File: config.mk
export PLATFORM = sky130hd
export DESIGN_NAME = cht_ram
export DESIGN_NICKNAME = d
export VERILOG_FILES = /design/src/rtl/core/chained_hash_table_defines.svh /design/src/rtl/core/cht_ram.sv
export SDC_FILE = /design/constraint.sdc
export NUM_CORES = 1
export LEC_CHECK = 0
export BUFFER_PORTS_ARGS = -buffer_cell sky130_fd_sc_hd__buf_4
export CAP_MARGIN = 20
export CORE_MARGIN = 2
export CORE_UTILIZATION = 30
export DETAILED_ROUTE_END_ITERATION = 8
export HOLD_SLACK_MARGIN = 0.1
export PLACE_DENSITY_LB_ADDON = 0.05
export SLEW_MARGIN = 20
export SYNTH_ARGS = -nofsm -noshare
export SYNTH_HDL_FRONTEND = slang
export SYNTH_SLANG_ARGS = --single-unit
export TNS_END_PERCENT = 100
File: constraint.sdc
create_clock -name i_clk -period 2.3 [get_ports i_clk]
set_clock_uncertainty 0.2 [all_clocks]
set_input_delay 0.115 -clock i_clk [delete_from_list [all_inputs] [get_ports i_clk]]
set_output_delay 0.115 -clock i_clk [all_outputs]
set_load 0.005 [all_outputs]
File: src/rtl/core/chained_hash_table_defines.svh
`ifndef CHAINED_HASH_TABLE_DEFINES_SVH
`define CHAINED_HASH_TABLE_DEFINES_SVH
// assertion helpers
`ifndef NO_ASSERTIONS
`define CHT_ASSERT_IMP(lbl, clk, rst_n, a, c) \
    lbl: assert property (@(posedge clk) disable iff (!rst_n) (a) |-> (c)) \
        else $error("assertion failed");
`define CHT_ASSERT_NXT(lbl, clk, rst_n, a, c) \
    lbl: assert property (@(posedge clk) disable iff (!rst_n) (a) |=> (c)) \
        else $error("assertion failed");
`else
`define CHT_ASSERT_IMP(lbl, clk, rst_n, a, c)
`define CHT_ASSERT_NXT(lbl, clk, rst_n, a, c)
`endif
`endif

File: src/rtl/core/cht_ram.sv
module cht_ram #(
    parameter int WIDTH = 8,
    parameter int DEPTH = 16
) (
    input  logic                     i_clk,
    input  logic                     i_we,
    input  logic [$clog2(DEPTH)-1:0] i_waddr,
    input  logic [WIDTH-1:0]         i_wdata,
    input  logic [$clog2(DEPTH)-1:0] i_raddr,
    output logic [WIDTH-1:0]         o_rdata
);
    logic [WIDTH-1:0] r_mem [DEPTH];
    always_ff @(posedge i_clk) begin
        if (i_we) r_mem[i_waddr] <= i_wdata;
        o_rdata <= r_mem[i_raddr];
    end
endmodule
==> flow_summary.yaml, run 1 <==
grt:
  grt_overflow: 0
  grt_start_max_net_pins: 27
  grt_pass1_vias: 2710
  grt_pass1_wl_um: 17100
  antenna_found_initial: 0
  grt_usage_pct: 13.7
pwr:
  netSwitchingFraction_pct: 18.7
  power.leakage_nw: 2.24
  comb_power_share_pct: 5.0
  peakVddDrop_v: 0.000482
  cellPowerDensity_nw_per_um2: 928
  p_total_mw: 6.08
  sequentialPowerShare_pct: 45.8
  p_sw_mw: 1.14
  p_int_mw: 4.95
  p_clk_share_pct: 49.2
setup_path:
  cp_slowest_stage_delay_ns: 0.60
  critPathMaxFanout: 6
  critical_path_required_ns: 2.22
  worst-r2r-setup-slack_ns: 0.64
  slowest_stage: "dlygate4sd3_1"
  criticalPathCategory: "primary input to register"
  path_cells: "dlygate4sd3_1 -> buf_4 -> nand3b_1 -> dlygate4sd3_1 -> nor2_1 -> buf_4"
  crit_arrival_ns: 2.08
  critPathCaptureType: "register"
  worstSetupStartpointType: "primary input"
layout:
  utilization_pct: 39.2
  drive_gt1_share_pct: 31.1
  fillers: 1561
  stdcell_count: 538
  finish.instance_area_um2: 6550
  area_growth_pct: 27.3
  n_antenna_cell: 0
  nets: 323
timing:
  finalSetupTns_ns: 0
  final-setup-viol-count: 0
  rsz0062_at_grt: "false"
  slew-limit-headroom_pct: 68.2
  finalWorstSetupSlack_ns: 0.138
  worst_pin_slew_ns: 0.478
  hold_viol_final: 0
  holdWs_ns: 0.138
  fin_crit_sh_pct: 94.0
  drv_slew: 0
  max_freq_mhz: 463
  min_period_ns: 2.16
yosys:
  avgSynthCellArea_um2: 22.5
  netlist_instances: 229
  synth_area_um2: 5150
  synthDistinctLibCells: 19
  yosysSeqAreaShare_pct: 77.8
  ys_seq_elements: 136
  mappedNetlistNets: 247
  yosysWarningCount: 0
cts:
  htree_levels: 4
  cts-root-buf: "clkbuf_16"
  path_clk_slew_ns: 0.06
  postCtsSetupBuffers: 0
  cts_tree: "yes"
  clk_latency_ns: 0.40
  cts_buffers: 17
  clock_path_buffers: 2
  cts_sinks: 136
min_path:
  hp-class: "primary input to register"
floorplan:
  dieWidth_um: 135
  core_um2: 16700
  initial_utilization_pct: 30.8
  die_h_um: 135
  dieArea_um2: 18200
  num_io_pins: 26
  rows: 47
route:
  vias: 2470
  wirelength_um: 11300
  wl_per_cell_um: 21.1
  drc_errors: 0
  drt_iter0_drc: 229
  drt_pass1_iterations: 4
  ant_nets: 0
  vias_per_cell: 4.59
placed_design:
  port-buffer-count: 25
  dp_worst_setup_slack_ns: 0.335
  dpl.hpwl_um: 7390
  place_congestion: 0.732
  postPlaceCellArea_um2: 5730
  dp.cells: 490
job:
  drv_cap: 0
run_status:
  outcome: "finished clean"
==> synthesized netlist by cell type <==
cell type	number	area, µm²
and2_1	1	6.26
mux4_2	18	405
nor2b_1	1	6.26
mux4_1	14	368
nand3b_1	2	15.0
edfxtp_1	128	3840
buf_6	3	33.8
nor2_1	13	48.8
and2b_1	1	7.51
dfxtp_1	8	160
nand3_1	1	5.00
buf_4	1	7.51
nand2b_1	2	12.5
or3b_2	1	8.76
clkdlybuf4s25_2	3	30.0
nor3_1	4	20.0
nand2_1	9	33.8
a22oi_1	16	120
buf_2	3	15.0
==> placed cells by master (no fill, tap or decap), drive strengths merged <==
cell type,instances
edfxtp,128
buf,51
mux4,32
clkbuf,19
a22oi,16
dlygate4sd3,16
nor2,13
nand2,9
dfxtp,8
bufinv,6
clkinv,5
nor3,4
nand3b,2
nand2b,2
clkinvlp,2
nor2b,1
and2,1
and2b,1
nand3,1
or3b,1
==> worst max-delay path, delay by kind of cell <==
family,cells,cell delay (ns)
buffers and inverters,4,1.50
AND/OR/NAND/NOR,2,0.45
==> per-layer routing <==
metal	global-route usage (%)	part of all wire (%)	vias to the layer above
met4	4.40	0.94	0
met3	3.98	5.2	8
met2	21.2	48	56
met1	18.6	46	1281
met5	0	0	-
li1	-	-	1125
==> power groups by stage <==
stage	Combinational (mW)	Clock [mW]	Sequential, mW
2_1_floorplan	0.141	0	2.84
3_3_place_gp	0.288	0	2.84
3_5_place_dp	0.290	0	2.84
4_1_cts	0.310	3.08	2.79
5_1_grt	0.330	3.18	2.79
6_report	0.302	2.99	2.79
==> timing repair <==
item | in CTS | in global routing
resized for setup | 0 | 0
endpoints found under the hold margin | 172 | 0
hold buffers | 16 | 0
==> layout make-up <==
type                    instances  area (µm²)  area share (%)
multi-input cells              83        1060            16.1
clock inverters                13         226            3.46
repair buffers                 67         556            8.48
flip-flops and latches        136        4000            61.1
well taps                     220         275            4.20
clock buffers                  19         433            6.61
==> registers in the layout, summed over array words and instances (netlist names) <==
register / count
o_rdata: 8
r_mem: 128
==> final timing paths <==
kind / from / to / depth (start not counted)
worst min-delay path: i_waddr[2] / r_mem[2][6]$_DFFE_PP_ / 4
worst min register to register: r_mem[15][5]$_DFFE_PP_ / o_rdata[5]$_DFF_P_ / 3
worst max register to register: r_mem[1][7]$_DFFE_PP_ / o_rdata[7]$_DFF_P_ / 3
worst max-delay path: i_waddr[3] / r_mem[5][3]$_DFFE_PP_ / 6
==> cells by family after synthesis <==
| kind of cell | synth area share (%) |
|---|---|
| buf+inv | 1.68 |
| simple gates | 3.18 |
| compound gates | 2.33 |
| mux | 15.0 |
| flops | 77.8 |
Power figures use the tool's default switching activity.
==> run 2: changes to the inputs <==
==> constraint.sdc (replaced) <==
create_clock -name i_clk -period 2.5 [get_ports i_clk]
set_clock_uncertainty 0.2 [all_clocks]
set_input_delay 0.125 -clock i_clk [delete_from_list [all_inputs] [get_ports i_clk]]
set_output_delay 0.125 -clock i_clk [all_outputs]
set_load 0.005 [all_outputs]
==> flow_summary.yaml, run 2 (same netlist as run 1, synthesis figures left out) <==
setup_path:
  criticalPathCategory: "primary input to register"
  worst-r2r-setup-slack_ns: 0.94
  crit_path_end: "r_mem[4][3]$_DFFE_PP_"
  r2r_start: "r_mem[9][2]$_DFFE_PP_"
  cp_slowest_stage_delay_ns: 0.62
  crit_buf_inv: 4
  crit_family: "buffers and inverters"
  slowest_stage: "dlygate4sd3_1"
  critPathMaxFanout: 4
  critical_path_required_ns: 2.43
  crit_arrival_ns: 1.95
  worstSetupStartpointType: "primary input"
  critPathCaptureType: "register"
  crit_start: "i_waddr[3]"
  cp_num_cells: 6
  r2r_cells: 3
  rr_endpoint: "o_rdata[2]$_DFF_P_"
  path_cells: "dlygate4sd3_1 -> buf_4 -> nand3b_1 -> nor3_1 -> dlygate4sd3_1 -> buf_4"
layout:
  area_growth_pct: 24.1
  n_antenna_cell: 0
  nets: 320
  fillers: 1564
  final_common_cell: "edfxtp_1"
  largest_reg_flops: 128
  top_regs: "r_mem (128), o_rdata (8)"
  top_register: "r_mem"
  final_cell_mix: "edfxtp_1 (128), buf_4 (48), mux4_2 (18)"
  stdcell_count: 535
  finish.instance_area_um2: 6390
  drive_gt1_share_pct: 29.5
route:
  vias: 2448
  drc_errors: 0
  ant_nets: 0
  vias_per_cell: 4.58
  wl_per_cell_um: 21.1
  drt_pass1_iterations: 4
  drt_iter0_drc: 236
  wirelength_um: 11300
cts:
  path_clk_slew_ns: 0.06
  clk_latency_ns: 0.41
  clock_path_buffers: 2
  cts_tree: "yes"
  htree_levels: 4
  cts_buffers: 17
  cts-root-buf: "clkbuf_16"
  cts_sinks: 136
pwr:
  peakVddDrop_v: 0.000452
  p_clk_share_pct: 43.8
  p_int_mw: 4.02
  netSwitchingFraction_pct: 20.3
  comb_power_share_pct: 5.4
  p_sw_mw: 1.03
  power.leakage_nw: 2.17
  sequentialPowerShare_pct: 50.8
  cellPowerDensity_nw_per_um2: 790
placed_design:
  place_congestion: 0.706
  port-buffer-count: 25
  dp.cells: 488
  postPlaceCellArea_um2: 5720
  dpl.hpwl_um: 7280
timing:
  max_freq_mhz: 495
  min_period_ns: 2.02
  finalSetupTns_ns: 0
  final-setup-viol-count: 0
  rsz0062_at_grt: "false"
  hold_viol_final: 0
  holdWs_ns: 0.125
  drv_slew: 0
  fin_crit_sh_pct: 80.9
  slew-limit-headroom_pct: 66.9
  worst_pin_slew_ns: 0.497
grt:
  grt_usage_pct: 13.6
  antenna_found_initial: 0
  grt_overflow: 0
  grt_pass1_vias: 2605
  grt_start_max_net_pins: 33
  grt_pass1_wl_um: 16800
floorplan:
  num_io_pins: 26
  rows: 47
  dieArea_um2: 18200
  die_h_um: 135
  dieWidth_um: 135
  initial_utilization_pct: 30.8
  core_um2: 16700
min_path:
  hold_depth: 5
  hp-class: "primary input to register"
run_status:
  outcome: "finished clean"
job:
  drv_cap: 0
-- run 2: cell types whose count changed in the layout (fill, tap and decap cells not counted), sizes merged --
cell,previous run,this run
dlygate4sd3,16,15
buf,51,49
clkbuf,19,20
clkinv,5,9
bufinv,6,1
-- run 2: metrics by stage --
stage          util (%)  worst slack [ns]  power (mW)
3_5_place_dp       34.2             0.540        2.88
4_1_cts            38.3             0.444        5.12
5_1_grt            38.3             0.373        5.24
6_report           38.3             0.478        5.05
2_1_floorplan         -             0.682        2.74
3_3_place_gp       34.2             0.538        2.88
-- run 2: what timing repair did --
action / in CTS / in global routing
hold buffers: 15 / 0
hold endpoints to repair: 166 / 0
buffers inserted: 0 / 0
gates resized for setup: 0 / 0
-- run 2: metal layers --
layer  track usage (%)  routed length, µm  up-vias  part of all wire [%]
met4              4.86                141        0                   1.2
met5                 0                  0        -                     0
met3              4.28                447       10                   4.0
met1              18.5               5390     1263                    48
li1                  -                  -     1123                     -
met2              20.6               5320       52                    47
-- run 2: layout make-up --
cell class,instances,area [µm²],area share [%]
clock buffers,20,437,6.84
clock inverters,12,85.1,1.33
multi-input cells,83,1060,16.5
flip-flops and latches,136,4000,62.7
well taps,220,275,4.31
repair buffers,64,531,8.30
-- run 2: worst min-delay path by stage --
stage | from | to | slack [ns]
2_1_floorplan | i_wdata[0] | r_mem[0][0]$_DFFE_PP_ | 0.02
3_3_place_gp | i_wdata[5] | r_mem[7][5]$_DFFE_PP_ | 0.25
3_5_place_dp | i_wdata[5] | r_mem[4][5]$_DFFE_PP_ | 0.25
4_1_cts | i_raddr[2] | o_rdata[5]$_DFF_P_ | 0.11
5_1_grt | i_raddr[2] | o_rdata[5]$_DFF_P_ | 0.13
6_report | i_raddr[2] | o_rdata[5]$_DFF_P_ | 0.12
-- run 2: worst reg2reg max path: stages (launching register included) --
cell and delay, ns:
edfxtp_1 0.36, mux4_1 0.50, a22oi_1 0.29, nand2_1 0.10
-- run 2: power groups by stage --
stage | Sequential, mW | Combinational [mW] | Clock (mW)
3_5_place_dp | 2.61 | 0.266 | 0
5_1_grt | 2.57 | 0.302 | 2.36
6_report | 2.56 | 0.274 | 2.21
4_1_cts | 2.57 | 0.284 | 2.27
2_1_floorplan | 2.61 | 0.129 | 0
3_3_place_gp | 2.61 | 0.265 | 0
